===== config.mk =====
export PLATFORM = sky130hd
export DESIGN_NAME = i2c_master_register_access
export DESIGN_NICKNAME = d
export VERILOG_FILES = /design/src/sv/i2cmra_pkg.sv /design/src/sv/i2c_master_register_access.sv
export SDC_FILE = /design/constraint.sdc
export NUM_CORES = 1
export LEC_CHECK = 0
export BUFFER_PORTS_ARGS = -buffer_cell sky130_fd_sc_hd__buf_4
export CAP_MARGIN = 10
export CORE_MARGIN = 2
export CORE_UTILIZATION = 39
export CTS_BUF_LIST = sky130_fd_sc_hd__clkbuf_2 sky130_fd_sc_hd__clkbuf_4 sky130_fd_sc_hd__clkbuf_8
export CTS_CLUSTER_DIAMETER = 120
export DETAILED_ROUTE_END_ITERATION = 16
export PLACE_DENSITY_LB_ADDON = 0.1
export SYNTH_ARGS = -nofsm -noshare
export SYNTH_HDL_FRONTEND = slang
export SYNTH_SLANG_ARGS = --single-unit

===== constraint.sdc =====
create_clock -name clk -period 4.23 [get_ports clk]
set_input_delay 0 -clock clk [delete_from_list [all_inputs] [get_ports clk]]
set_output_delay 0 -clock clk [all_outputs]
set_load 0.005 [all_outputs]

===== src/sv/i2cmra_pkg.sv =====
package i2cmra_pkg;

	// request kinds carried in the slave-side tuser
	localparam logic [1:0] REQ_NONE  = 2'd0;
	localparam logic [1:0] REQ_WRITE = 2'd1;
	localparam logic [1:0] REQ_READ  = 2'd2;
	localparam logic [1:0] REQ_BURST = 2'd3;

	// configuration register indexes
	localparam logic [1:0] CFG_SLAVE_ADDR = 2'd0;
	localparam logic [1:0] CFG_HALF_TICKS = 2'd1;

	localparam int CFG_IDX_W  = 2;
	localparam int CFG_DATA_W = 8;
	localparam int IN_DATA_W  = 24;
	localparam int IN_USER_W  = 2;
	localparam int OUT_DATA_W = 16;

	// reset values of the configuration registers
	localparam logic [6:0] SLAVE_ADDR_RST = 7'd83;
	localparam logic [7:0] HALF_TICKS_RST = 8'd1;

	// byte stage of an address / register / data sequence
	typedef enum logic [1:0] {
		STG_ADDR,
		STG_REG,
		STG_PAYLOAD
	} stage_t;

endpackage


===== src/sv/i2c_master_register_access.sv =====
// Channel  Direction  Handshake                 Payload
// s_*      in         s_tvalid / s_tready       tuser req_type; tdata reg, data, len, sda_in
// m_*      out        m_tvalid / m_tready       tdata line drive and status; tlast rd_last
// cfg_*    in         cfg_valid / cfg_ready     cfg_index, cfg_data
//
// One word in gives one word out; each word is one bus timer tick.
// A word is taken every cycle while the output register is empty or drained in
// that cycle; the bus state update and the result both finish in the accepting cycle.
// A stall on m_tready holds the output register and drops s_tready.
// arst_n clears the bus controller to idle and loads the register reset values.
// cfg_ready is always high; write configuration only while the bus is idle.
module i2c_master_register_access #(
	parameter int MAX_BURST = 8
) (
	input  logic                                clk,
	input  logic                                arst_n,
	input  logic                                s_tvalid,
	output logic                                s_tready,
	// [7:0] reg_addr, [15:8] wr_data, [19:16] burst_len, [20] sda_in
	input  logic [i2cmra_pkg::IN_DATA_W-1:0]    s_tdata,
	// [1:0] req_type
	input  logic [i2cmra_pkg::IN_USER_W-1:0]    s_tuser,
	output logic                                m_tvalid,
	input  logic                                m_tready,
	// [0] scl_out, [1] sda_out, [2] busy_res, [3] rd_valid, [11:4] rd_data,
	// [12] nack_seen
	output logic [i2cmra_pkg::OUT_DATA_W-1:0]   m_tdata,
	output logic                                m_tlast,
	input  logic                                cfg_valid,
	output logic                                cfg_ready,
	input  logic [i2cmra_pkg::CFG_IDX_W-1:0]    cfg_index,
	input  logic [i2cmra_pkg::CFG_DATA_W-1:0]   cfg_data
);
	import i2cmra_pkg::*;

	typedef enum logic [3:0] {
		PH_IDLE,
		PH_START_A,
		PH_START_B,
		PH_TX_LO,
		PH_TX_HI,
		PH_TXACK_LO,
		PH_TXACK_HI,
		PH_RS_A,
		PH_RX_LO,
		PH_RX_HI,
		PH_RXACK_LO,
		PH_RXACK_HI,
		PH_STOP_A,
		PH_STOP_B,
		PH_STOP_C
	} phase_t;

	// configuration
	logic [6:0] slave_addr_q;
	logic [7:0] half_ticks_q;

	// bus state
	phase_t     phase_q,      phase_d;
	logic [3:0] bit_index_q,  bit_index_d;
	logic [7:0] shifter_q,    shifter_d;
	logic [3:0] bytes_left_q, bytes_left_d;
	logic [7:0] tick_timer_q, tick_timer_d;
	logic [1:0] held_kind_q,  held_kind_d;
	logic [7:0] held_reg_q,   held_reg_d;
	logic [7:0] held_data_q,  held_data_d;
	logic       nack_q,       nack_d;
	stage_t     stage_q,      stage_d;

	// unpacked input word
	logic [1:0] req_type;
	logic [7:0] reg_addr;
	logic [7:0] wr_data;
	logic [3:0] burst_len;
	logic       sda_in;

	// result of this tick
	logic       scl, sda, busy, rv, rlast;
	logic [7:0] rdat;
	logic [3:0] n_len;
	logic [8:0] half;
	logic       half_end;
	logic       ackbit;
	logic       take;

	assign req_type  = s_tuser[1:0];
	assign reg_addr  = s_tdata[7:0];
	assign wr_data   = s_tdata[15:8];
	assign burst_len = s_tdata[19:16];
	assign sda_in    = s_tdata[20];

	assign s_tready  = !m_tvalid || m_tready;
	assign cfg_ready = 1'b1;
	assign take      = s_tvalid && s_tready;

	// zero half period acts as one
	assign half     = (half_ticks_q == 8'd0) ? 9'd1 : {1'b0, half_ticks_q};
	assign half_end = ({1'b0, tick_timer_q} + 9'd1) >= half;
	assign ackbit   = bytes_left_q <= 4'd1;

	// clamp burst length to 1..MAX_BURST
	always_comb begin
		n_len = burst_len;
		if (n_len == 4'd0) n_len = 4'd1;
		if ({4'd0, n_len} > MAX_BURST[7:0]) n_len = MAX_BURST[3:0];
	end

	always_comb begin
		phase_d      = phase_q;
		bit_index_d  = bit_index_q;
		shifter_d    = shifter_q;
		bytes_left_d = bytes_left_q;
		tick_timer_d = tick_timer_q;
		held_kind_d  = held_kind_q;
		held_reg_d   = held_reg_q;
		held_data_d  = held_data_q;
		nack_d       = nack_q;
		stage_d      = stage_q;
		scl          = 1'b1;
		sda          = 1'b1;
		busy         = 1'b1;
		rv           = 1'b0;
		rdat         = 8'd0;
		rlast        = 1'b0;

		// line drive from the phase held at the start of the tick
		case (phase_q)
			PH_START_B:  sda = 1'b0;
			PH_TX_LO:    begin scl = 1'b0; sda = shifter_q[7]; end
			PH_TX_HI:    sda = shifter_q[7];
			PH_TXACK_LO: scl = 1'b0;
			PH_RS_A:     scl = 1'b0;
			PH_RX_LO:    scl = 1'b0;
			PH_RXACK_LO: begin scl = 1'b0; sda = ackbit; end
			PH_RXACK_HI: sda = ackbit;
			PH_STOP_A:   begin scl = 1'b0; sda = 1'b0; end
			PH_STOP_B:   sda = 1'b0;
			PH_START_A, PH_TXACK_HI, PH_RX_HI, PH_STOP_C: ;
			default:     busy = 1'b0;
		endcase

		if (!busy) begin
			// idle (or a stray code): take a new request
			phase_d = PH_IDLE;
			if (req_type != REQ_NONE) begin
				held_kind_d  = req_type;
				held_reg_d   = reg_addr;
				held_data_d  = wr_data;
				bytes_left_d = (req_type == REQ_BURST) ? n_len : 4'd1;
				nack_d       = 1'b0;
				stage_d      = STG_ADDR;
				bit_index_d  = 4'd0;
				tick_timer_d = 8'd0;
				phase_d      = PH_START_A;
			end
		end else if (!half_end) begin
			tick_timer_d = tick_timer_q + 8'd1;
		end else begin
			tick_timer_d = 8'd0;
			case (phase_q)
				PH_START_A: phase_d = PH_START_B;
				PH_START_B: begin
					shifter_d   = {slave_addr_q, stage_q == STG_PAYLOAD};
					bit_index_d = 4'd0;
					phase_d     = PH_TX_LO;
				end
				PH_TX_LO: phase_d = PH_TX_HI;
				PH_TX_HI: begin
					shifter_d   = {shifter_q[6:0], 1'b0};
					bit_index_d = bit_index_q + 4'd1;
					phase_d     = (bit_index_d >= 4'd8) ? PH_TXACK_LO : PH_TX_LO;
				end
				PH_TXACK_LO: phase_d = PH_TXACK_HI;
				PH_TXACK_HI: begin
					// record a slave NAK, never abort
					if (sda_in) nack_d = 1'b1;
					bit_index_d = 4'd0;
					if (stage_q == STG_ADDR) begin
						stage_d   = STG_REG;
						shifter_d = held_reg_q;
						phase_d   = PH_TX_LO;
					end else if (stage_q == STG_REG) begin
						stage_d = STG_PAYLOAD;
						if (held_kind_q == REQ_WRITE) begin
							shifter_d = held_data_q;
							phase_d   = PH_TX_LO;
						end else begin
							phase_d = PH_RS_A;
						end
					end else if (held_kind_q == REQ_WRITE) begin
						phase_d = PH_STOP_A;
					end else begin
						shifter_d = 8'd0;
						phase_d   = PH_RX_LO;
					end
				end
				PH_RS_A:  phase_d = PH_START_A;
				PH_RX_LO: phase_d = PH_RX_HI;
				PH_RX_HI: begin
					shifter_d   = {shifter_q[6:0], sda_in};
					bit_index_d = bit_index_q + 4'd1;
					if (bit_index_d >= 4'd8) begin
						rv      = 1'b1;
						rdat    = shifter_d;
						rlast   = ackbit;
						phase_d = PH_RXACK_LO;
					end else begin
						phase_d = PH_RX_LO;
					end
				end
				PH_RXACK_LO: phase_d = PH_RXACK_HI;
				PH_RXACK_HI: begin
					if (bytes_left_q != 4'd0) bytes_left_d = bytes_left_q - 4'd1;
					if (bytes_left_d == 4'd0) begin
						phase_d = PH_STOP_A;
					end else begin
						bit_index_d = 4'd0;
						shifter_d   = 8'd0;
						phase_d     = PH_RX_LO;
					end
				end
				PH_STOP_A: phase_d = PH_STOP_B;
				PH_STOP_B: phase_d = PH_STOP_C;
				default:   phase_d = PH_IDLE;
			endcase
		end
	end

	// configuration writes; indexes past the list are dropped
	always_ff @(posedge clk or negedge arst_n) begin
		if (!arst_n) begin
			slave_addr_q <= SLAVE_ADDR_RST;
			half_ticks_q <= HALF_TICKS_RST;
		end else if (cfg_valid && cfg_ready) begin
			if (cfg_index == CFG_SLAVE_ADDR) slave_addr_q <= cfg_data[6:0];
			else if (cfg_index == CFG_HALF_TICKS) half_ticks_q <= cfg_data;
		end
	end

	// advance the bus state once per accepted word
	always_ff @(posedge clk or negedge arst_n) begin
		if (!arst_n) begin
			phase_q      <= PH_IDLE;
			bit_index_q  <= 4'd0;
			shifter_q    <= 8'd0;
			bytes_left_q <= 4'd0;
			tick_timer_q <= 8'd0;
			held_kind_q  <= REQ_NONE;
			held_reg_q   <= 8'd0;
			held_data_q  <= 8'd0;
			nack_q       <= 1'b0;
			stage_q      <= STG_ADDR;
		end else if (take) begin
			phase_q      <= phase_d;
			bit_index_q  <= bit_index_d;
			shifter_q    <= shifter_d;
			bytes_left_q <= bytes_left_d;
			tick_timer_q <= tick_timer_d;
			held_kind_q  <= held_kind_d;
			held_reg_q   <= held_reg_d;
			held_data_q  <= held_data_d;
			nack_q       <= nack_d;
			stage_q      <= stage_d;
		end
	end

	// output register: hold on stall, load the tick's result on accept
	always_ff @(posedge clk or negedge arst_n) begin
		if (!arst_n) begin
			m_tvalid <= 1'b0;
		end else if (s_tready) begin
			m_tvalid <= s_tvalid;
		end
	end

	always_ff @(posedge clk) begin
		if (take) begin
			m_tdata <= {3'd0, nack_d, rdat, rv, busy, sda, scl};
			m_tlast <= rlast;
		end
	end

endmodule


-- After elaboration in Yosys (flattened, before gate mapping)
Cells that the tools add are included.
- add/subtract/negate cells: 4
- order comparisons: 4
- eq/ne operators: 28
- mux-type cells: 52
- bitwise logic cells: 2
- reduce and logical (&&, ||, !) cells: 30
- operators by type and width (kind ; number):
    $mux 4 ; 19
    $mux 8 ; 9
    $pmux 4 s13 ; 1
    $pmux 8 s5 ; 1
    $eq 4x4->1 const B ; 7
    $eq 4x3->1 const B ; 4
    $mux 2 ; 7
    $reduce_or 14->1 ; 1
    $mux 3 ; 4
    $pmux 4 s3 ; 1
    $reduce_and 5->1 ; 2
    $add 8x1->9 const B ; 1
    $ge 9x8->1 ; 1
    $mux 1 ; 9
    $reduce_and 3->1 ; 3
    $add 8x1->8 const B ; 1
    $eq 4x2->1 const B ; 2
    $logic_not 4->1 ; 2
    $logic_not 8->1 ; 1
    $ne 4x4->1 const B ; 2
    $reduce_and 4->1 ; 2
    $reduce_or 2->1 ; 4
    $reduce_and 7->1 ; 1
    $eq 2x1->1 const B ; 3
    24 further kinds ; 32
- register bits: 79
- logic and storage cells: 137

-- Longest topological paths before layout
Gate-level depths: netlist of run 1.
- depth in word-level cells: 10
- depth in mapped cells: 13
- gate-level depth less buffers: 11

-- Worst setup path before layout of run 1
OpenSTA, ideal clock, no wires.
- kind: register -> register
- from: register tick_timer_q[0]
- to: register shifter_q[0]
- setup time: 125 ps
- arrival: 2849 ps
- required time: 4105 ps
- path slack: 1255 ps
- stages on the path, launching flop included: 14
- path buffers: 2
- clock period less this slack: 2975 ps
- cells stage by stage: dfrtp_1 > ha_1 > and4_4 > nand2_1 > xnor2_1 > ha_1 > nand2_1 > or3_1 > o221ai_2 > and3_4 > buf_6 > and3_1 > buf_6 > mux2_4
- cells in the longest elaborated chain, start to end: 3
- ends and longest elaborated chain (what ; RTL line ; RTL):
    start: declaration ; i2c_master_register_access.sv:63 ; logic [7:0] tick_timer_q, tick_timer_d;
    start signal: assignment ; i2c_master_register_access.sv:258 ; tick_timer_q <= tick_timer_d;
    $add 8x1->9 ; i2c_master_register_access.sv:98 ; assign half_end = ({1'b0, tick_timer_q} + 9'd1) >= half;
    $ge 9x8->1 ; i2c_master_register_access.sv:98 ;
    $reduce_and 7->1 (no line) ; - ;
    end signal: assignment ; i2c_master_register_access.sv:256 ; shifter_q <= shifter_d;
    end: declaration ; i2c_master_register_access.sv:61 ; logic [7:0] shifter_q, shifter_d;
Every way passes these cells.
A chain may end at the register's enable or synchronous reset.

-- Worst setup path in the final report of run 1
Same ends and word-level chain as after synthesis.

==> impl_metrics.yaml, run 1 <==
run_status:
  outcome: "complete, no violations"
critical_path:
  required_ps: 4460
  cp_max_fo: 8
  reg2reg_slack_ps: 760
  crit_arrival_ps: 3700
  reg2reg_depth: 11
  cp-end-kind: "flop"
  crit_type: "flop to flop"
  start_kind: "flop"
  regToRegEndpoint: "shifter_q[0]"
  r2r-start: "tick_timer_q[0]"
cts:
  cts.sinks: 79
  h-tree-depth: 3
  cts_made_buffers: 9
  root_buffer: "clkbuf_8"
  clk_latency_ps: 350
  cts_buffer_depth: 2
  cts_tree: "done"
  post_cts_buffers: 0
  path_clk_slew_ps: 90
hold_path:
  worstHoldStart: "s_tdata[18]"
  min_path_cells: 4
  hold_end: "bytes_left_q[2]"
  min-delay-path-class: "input pin to flop"
floorplan:
  die_w_um: 108
  dieArea_um2: 11800
  initial_core_util_pct: 39.6
  ios: 61
  rows: 38
  die_h_um: 108
  core_um2: 10700
finish:
  n_antenna_cell: 0
  drive_gt1_share_pct: 29.6
  layout.nets: 512
  syn2layout_area_growth_pct: 22.4
drt:
  viasPerCell: 5.04
  wl_per_cell_um: 15.2
  wirelength_um: 9170
  ant_nets: 0
  drt_iter0_markers: 105
  dr.pass1.iters: 4
  drc: 0
  vias: 3041
placement:
  dpl.hpwl_um: 6400
  port_buffers: 53
  place_congestion: 0.835
  post-place-ws_ps: 772
pwr:
  sequentialPowerShare_pct: 49.6
  netSwitchingPower_mw: 0.682
  clkPwrFrac_pct: 24.1
  power_leakage_nw: 2.29
  irDropWorstVdd_mv: 0.188
  swShare_pct: 32.0
  power_frac_comb_pct: 26.3
  p_int_mw: 1.45
  power_density_nw_per_um2: 410
logic_synthesis:
  async_flop_share_pct: 82.3
  avgSynthCellArea_um2: 11.2
  synth_area_um2: 4250
  seq_area_frac_synth_pct: 48.3
  synth_edf_count: 14
  synthCells: 380
  ys_ff_latch: 79
  yosys.cell_types.count: 67
  yosys_warnings: 0
  synth_flop_cell: "dfrtp_1"
timing:
  slew_violations: 0
  rsz0062_at_grt: "false"
  fin_skew_ps: 15.3
  finalSetupTns_ps: 0
  min_period_ps: 3470
  final_hold_viol_count: 0
  finalCritPeriodShare_pct: 82.1
  max_freq_ghz: 0.288
  relSlewSlack_pct: 32.1
  worstMarginPinSlew_ps: 1020
  timing.final.ws_setup_ps: 757
  holdWs_ps: 31.1
  setup_viol: 0
global_routing:
  grt_pass1_vias: 3065
  grt_max_degree: 66
  antenna_found_initial: 0
  overflow: 0
  grt_pass1_wl_um: 15300
  grt_use_total_pct: 16.8
flow_run:
  drv_cap: 0
## cells in the final DEF (no fill, tap or decap), types with 5 or more instances in the layout
cell type	n
nand2_1	34
a21oi_1	11
mux2_2	35
dfrtp_1	60
a221o_1	7
mux2i_1	10
nand3_1	9
nand4_1	5
dfstp_2	5
edfxtp_1	14
nor2_1	25
a21o_1	5
buf_4	55
inv_1	14
ha_1	13
dlygate4sd3_1	30
and2_1	9
clkbuf_8	9
mux2_4	8
nand2b_1	5
o21ai_0	17
## power by group through the flow
stage	Clock, mW	Sequential [mW]	Combinational [mW]
floorplan	0	1.02	0.434
global placement	0	1.07	0.531
detailed placement	0	1.07	0.544
CTS	0.533	1.06	0.569
global route	0.562	1.08	0.640
finish	0.513	1.06	0.561
## cells in the mapped netlist, types with 4 or more instances
master | n | area (um^2)
mux2_4 | 8 | 120
buf_4 | 5 | 37.5
and2_1 | 9 | 56.3
clkbuf_1 | 6 | 22.5
nand2b_1 | 5 | 31.3
nand3_1 | 9 | 45.0
a21oi_1 | 11 | 55.1
o21ai_0 | 17 | 85.1
buf_2 | 5 | 25.0
nor3_1 | 4 | 20.0
nand4_1 | 5 | 31.3
mux2_2 | 35 | 394
mux2i_1 | 10 | 100
ha_1 | 13 | 163
o211ai_1 | 4 | 30.0
dfstp_2 | 5 | 131
nand2_1 | 34 | 128
a221o_1 | 7 | 70.1
edfxtp_1 | 14 | 420
dfrtp_1 | 60 | 1500
a21o_1 | 5 | 37.5
nor2_1 | 25 | 93.8
inv_1 | 14 | 52.6
xnor2_1 | 4 | 35.0
## flip-flops by register name, summed over array words and instances (netlist names), 4 cells and up
signal        flops
held_reg_q        8
phase_q           4
tick_timer_q      8
shifter_q         8
held_data_q       8
slave_addr_q      7
bit_index_q       4
half_ticks_q      8
bytes_left_q      4
m_tdata          13
## per-layer routing
metal  vias to the layer above  wire length [um]  GRT usage, %
met3                        11               301          2.35
li1                       1523                 -             -
met1                      1455              4480          22.9
met4                         0               128          5.77
met2                        52              4260          27.3
met5                         -                 0             0
## per-stage QoR
stage | cell area [um^2] | total power [mW] | cells | utilization (%)
final | 5200 | 2.13 | 603 | 48.4
after global routing | 5200 | 2.28 | 603 | 48.4
after CTS | 5200 | 2.16 | 603 | 48.4
after detailed placement | 4730 | 1.62 | 557 | 44.0
after global placement | 4730 | 1.60 | 557 | 44.0
after floorplan | 4260 | 1.45 | 382 | -
## cell type report
class | instances | area (um^2)
multi-input cells | 268 | 2030
flip-flops and latches | 79 | 2050
well taps | 140 | 175
clock inverters | 6 | 47.5
inverters | 15 | 56.3
clock buffers | 10 | 131
fillers | 1042 | 5540
repair buffers | 85 | 713
## kinds of logic (layout without fill, tap and decap cells)
group                    Yosys count  count (layout)  synth area share (%)
AND/OR/NAND/NOR                  116             116                  14.3
flip-flops                        79              79                  48.3
multiplexers                      53              53                  14.4
adder cells (fa/ha/maj)           13              13                  3.82
AO/OA/AOI/OAI                     75              75                  13.4
buffers and inverters             35             116                  4.21
other                              2               4                 0.177
XOR/XNOR                           7               7                  1.44
## critical path: stages (launching register included)
cell,delay (ps)
dfrtp_1,450
ha_1,280
and4_4,250
nand2_1,60
xnor2_1,150
ha_1,310
nand2_1,70
or3_1,380
o221ai_2,260
and3_4,280
and3_1,500
mux2_4,340
## how the worst max path moves through the flow
stage | start | end
6_report | tick_timer_q[0] | shifter_q[0]
3_5_place_dp | tick_timer_q[0] | shifter_q[5]
5_1_grt | tick_timer_q[0] | shifter_q[6]
2_1_floorplan | tick_timer_q[0] | shifter_q[0]
4_1_cts | tick_timer_q[0] | shifter_q[0]
3_3_place_gp | tick_timer_q[0] | shifter_q[6]
## repair_timing
| action | CTS | global route |
|---|---|---|
| hold buffers | 30 | 0 |
| gates resized for setup | 0 | 0 |
| endpoints found under the hold margin | 96 | 0 |
(Power assumes the default switching activity.)
==> run 2: changes to the inputs <==
clock period = 3.02 ns   (was 4.23 ns; I/O delays follow)
==> impl_metrics.yaml, run 2 (synthesized netlist as in run 1, its figures left out) <==
run_status:
  outcome: "complete, no violations"
critical_path:
  path_cells: "ha_1 -> and4_4 -> nand2_1 -> xnor2_1 -> ha_1 -> nand2_1 -> or3_4 -> o221ai_4 -> and3_4 -> and3_4 -> buf_12 -> mux2_4"
  slowest_stage: "or3_4"
  cp-end-kind: "flop"
  start_kind: "flop"
  crit_type: "flop to flop"
  cp_max_fo: 8
  required_ps: 3250
  crit_arrival_ps: 3130
  slowest_delay_ps: 390
timing:
  final_hold_viol_count: 0
  fin_skew_ps: 8.12
  max_freq_ghz: 0.345
  holdWs_ps: 35.1
  slew_violations: 0
  finalCritPeriodShare_pct: 96.0
  worstMarginPinSlew_ps: 1010
  min_period_ps: 2900
  timing.final.ws_setup_ps: 121
  setup_viol: 0
  relSlewSlack_pct: 32.5
pwr:
  power_leakage_nw: 2.45
  finalPower_mw: 3.33
  irDropWorstVdd_mv: 0.310
  power_density_nw_per_um2: 607
drt:
  wl_per_cell_um: 14.7
  vias: 3132
  dr.pass1.iters: 4
  viasPerCell: 5.01
  ant_nets: 0
  wirelength_um: 9210
  drc: 0
  drt_iter0_markers: 121
global_routing:
  grt_use_total_pct: 16.9
  grt_max_degree: 66
  grt_pass1_wl_um: 15300
  overflow: 0
  grt_pass1_vias: 3140
  antenna_found_initial: 0
floorplan:
  die_w_um: 108
  die_h_um: 108
  rows: 38
  ios: 61
  initial_core_util_pct: 39.6
  core_um2: 10700
  dieArea_um2: 11800
placement:
  place_congestion: 0.829
  post_dp_cell_area_um2: 4880
  dpl.hpwl_um: 6660
  port_buffers: 53
  post-place-ws_ps: 70.7
finish:
  final_cell_mix: "buf_4 (76), dfrtp_1 (60), mux2_2 (35)"
  fin_util_pct: 51.1
  layout.nets: 534
  layout_commonest_cell: "buf_4"
  n_antenna_cell: 0
  regMostFlops: "m_tdata"
  drive_gt1_share_pct: 33.6
  fin_area_um2: 5490
  syn2layout_area_growth_pct: 29.1
  largest_reg_flops: 13
cts:
  cts.sinks: 79
  h-tree-depth: 3
  cts_buffer_depth: 2
  clk_latency_ps: 350
  path_clk_slew_ps: 80
  root_buffer: "clkbuf_8"
  cts_made_buffers: 9
  cts_tree: "done"
flow_run:
  drv_cap: 0
hold_path:
  min-delay-path-class: "input pin to flop"
-- run 2: where the power goes --
part | internal [mW] | switching, mW | leakage [nW] | total, mW
Sequential | 1.31 | 0.132 | 0.949 | 1.44
Clock | 0.614 | 0.381 | 0.131 | 0.995
Combinational | 0.468 | 0.432 | 1.37 | 0.900
Total | 2.39 | 0.945 | 2.45 | 3.33
-- run 2: area by class of cell --
type                       instances  area, um^2
timing repair buffer             107         891
tap                              140         175
fill                             979        5260
multi-input combinational        268        2060
sequential                        79        2050
inverter                          15        56.3
clock inverter                     3        90.1
clock buffer                      13         166
-- run 2: path summary, 6_finish.rpt --
path                            startpoint               to  slack, ps  cells after the start
max                        tick_timer_q[1]     shifter_q[7]        120                     12
min                            s_tdata[18]  bytes_left_q[2]         40                      4
max reg2reg                tick_timer_q[1]     shifter_q[7]        120                     12
min reg2reg                         nack_q           nack_q        490                      1
max in group asynchronous           arst_n   held_kind_q[0]       2170                      2
min in group asynchronous           arst_n  tick_timer_q[3]        280                      2
-- run 2: layer usage --
metal  track usage [%]  routed length (um)  up-vias
met3              2.89                 352       15
li1                  -                   -     1565
met2              26.2                4240       71
met5                 0                   0        -
met1              23.4                4430     1481
met4              6.96                 192        0
-- run 2: metrics by stage --
step	cells	setup TNS (ps)
floorplan	382	0
global placement	576	0
detailed placement	576	0
CTS	622	0
global route	625	-0.452
finish	625	0
-- run 2: timing repair --
item                                    4_1_cts  5_1_grt
hold buffers                                 30        0
buffers inserted                              0        3
gates resized for setup                       0        5
endpoints found under the setup margin        0       16
hold endpoints to repair                     96        0
-- run 2: worst max-delay path: cells and delay by family, from the launching register on --
kind / cells / cell delay, ps
AND/OR/NAND/NOR: 6 / 1160
adder cells (fa/ha/maj): 2 / 480
flip-flops: 1 / 380
multiplexers: 1 / 290
AO/OA/AOI/OAI: 1 / 200
XOR/XNOR: 1 / 160
buffers and inverters: 1 / 130
==> run 3: changes to the inputs <==
CTS_BUF_LIST = sky130_fd_sc_hd__clkbuf_2   (was sky130_fd_sc_hd__clkbuf_2 sky130_fd_sc_hd__clkbuf_4 sky130_fd_sc_hd__clkbuf_8)
==> impl_metrics.yaml, run 3 (synthesized netlist as in run 1, its figures left out) <==
pwr:
  netSwitchingPower_mw: 0.932
  clkPwrFrac_pct: 23.5
  power_leakage_nw: 2.45
  finalPower_mw: 3.07
  p_int_mw: 2.14
  irDropWorstVdd_mv: 0.279
  sequentialPowerShare_pct: 46.8
  swShare_pct: 30.3
  power_frac_comb_pct: 29.8
  power_density_nw_per_um2: 562
cts:
  cts_made_buffers: 9
  root_buffer: "clkbuf_2"
  cts_buffer_depth: 2
  path_clk_slew_ps: 210
  h-tree-depth: 3
  cts.sinks: 79
  clk_latency_ps: 520
  cts_tree: "done"
drt:
  wl_per_cell_um: 14.8
  vias: 3175
  viasPerCell: 5.02
  dr.pass1.iters: 5
  drc: 0
  ant_nets: 0
  drt_iter0_markers: 158
  wirelength_um: 9370
finish:
  n_antenna_cell: 0
  fin_util_pct: 50.9
  final_cell_mix: "buf_4 (76), dfrtp_1 (60), dlygate4sd3_1 (37)"
  drive_gt1_share_pct: 33.5
  regMostFlops: "m_tdata"
  syn2layout_area_growth_pct: 28.7
  largest_reg_flops: 13
  layout_commonest_cell: "buf_4"
  layout.nets: 541
global_routing:
  overflow: 0
  antenna_found_initial: 0
  grt_use_total_pct: 17.1
  grt_max_degree: 66
  grt_pass1_wl_um: 15400
  grt_pass1_vias: 3184
timing:
  rsz0062_at_grt: "false"
  relSlewSlack_pct: 31.7
  max_freq_ghz: 0.345
  timing.final.ws_setup_ps: 125
  slew_violations: 0
  worstMarginPinSlew_ps: 1020
  final_hold_viol_count: 0
  fin_skew_ps: 25.0
  finalSetupTns_ps: 0
  setup_viol: 0
  min_period_ps: 2890
  finalCritPeriodShare_pct: 95.8
critical_path:
  slowest_stage: "dfrtp_1"
  cp_max_fo: 8
  cpMostUsedCell: "and3_4"
  regToRegEndpoint: "shifter_q[6]"
  path_cells: "ha_2 -> and4_4 -> nand2_2 -> xnor2_2 -> ha_1 -> nand2_1 -> or3_4 -> o221ai_4 -> and3_4 -> and3_4 -> buf_12 -> mux2_4"
  r2r-start: "tick_timer_q[1]"
  required_ps: 3440
  crit_arrival_ps: 3310
  crit_type: "flop to flop"
  slowest_delay_ps: 430
  cp-end-kind: "flop"
  reg2reg_depth: 12
  reg2reg_slack_ps: 130
  start_kind: "flop"
hold_path:
  hold_end: "bytes_left_q[1]"
  min_path_cells: 4
  min-delay-path-class: "input pin to flop"
  worstHoldStart: "s_tdata[17]"
placement:
  port_buffers: 53
  post-place-ws_ps: 70.7
  dpl.hpwl_um: 6660
  place_congestion: 0.829
floorplan:
  dieArea_um2: 11800
  rows: 38
  die_w_um: 108
  die_h_um: 108
  core_um2: 10700
  initial_core_util_pct: 39.6
  ios: 61
flow_run:
  drv_cap: 0
run_status:
  outcome: "complete, no violations"
==> run 3: cell types whose count changed in the layout (fill, tap and decap cells not counted), moves of 2 or more <==
cell,before,now
clkbuf_2,0,11
clkbuf_4,2,0
dlygate4sd3_1,30,37
clkbuf_8,11,0
clkinv_1,0,2
==> run 3: area by class of cell <==
class / count / area [um^2]
Fill cell: 989 / 5270
Multi-Input combinational cell: 268 / 2080
Sequential cell: 79 / 2050
Clock buffer: 11 / 55.1
Timing Repair Buffer: 114 / 961
Tap cell: 140 / 175
Inverter: 15 / 56.3
Clock inverter: 5 / 97.6
==> run 3: through the flow <==
stage / hold WS [ps] / cell area [um^2] / std cells
floorplan: -296 / 4260 / 382
global placement: 161 / 4880 / 576
detailed placement: 171 / 4880 / 576
CTS: 5.77 / 5400 / 629
global route: 58.2 / 5470 / 632
finish: 47.2 / 5470 / 632
==> run 3: metal layers <==
metal,track usage [%],vias up,wire (um)
met2,26.6,69,4320
li1,-,1576,-
met3,2.89,15,286
met5,0,-,0
met4,7.51,0,178
met1,23.4,1515,4580
==> run 3: worst max-delay path by stage <==
stage	from	to
3_5_place_dp	tick_timer_q[1]	bit_index_q[0]
6_report	tick_timer_q[1]	shifter_q[6]
3_3_place_gp	tick_timer_q[0]	shifter_q[4]
5_1_grt	tick_timer_q[0]	shifter_q[7]
4_1_cts	tick_timer_q[0]	bit_index_q[0]
2_1_floorplan	tick_timer_q[0]	shifter_q[0]
==> run 3: power by group through the flow <==
| stage | Sequential (mW) | Combinational, mW | Clock [mW] |
|---|---|---|---|
| 2_1_floorplan | 1.43 | 0.607 | 0 |
| 3_3_place_gp | 1.46 | 0.827 | 0 |
| 3_5_place_dp | 1.47 | 0.843 | 0 |
| 4_1_cts | 1.44 | 0.888 | 0.748 |
| 5_1_grt | 1.47 | 1.03 | 0.792 |
| 6_report | 1.44 | 0.915 | 0.722 |
==> run 3: what timing repair did <==
| action | in CTS | in global routing |
|---|---|---|
| gates resized for setup | 0 | 9 |
| setup buffers | 0 | 3 |
| setup endpoints to repair | 0 | 24 |
| hold buffers | 37 | 0 |
| hold endpoints to repair | 108 | 0 |
==> run 3: critical path, delay by kind of cell, from the launching register on <==
family                     cells  cell delay [ps]
buffers and inverters          1              130
DFF                            1              430
and+or+nand+nor                6             1120
muxes                          1              290
AOI/OAI and AO/OA              1              200
adders and majority gates      2              480
xor gates and xnor gates       1              160
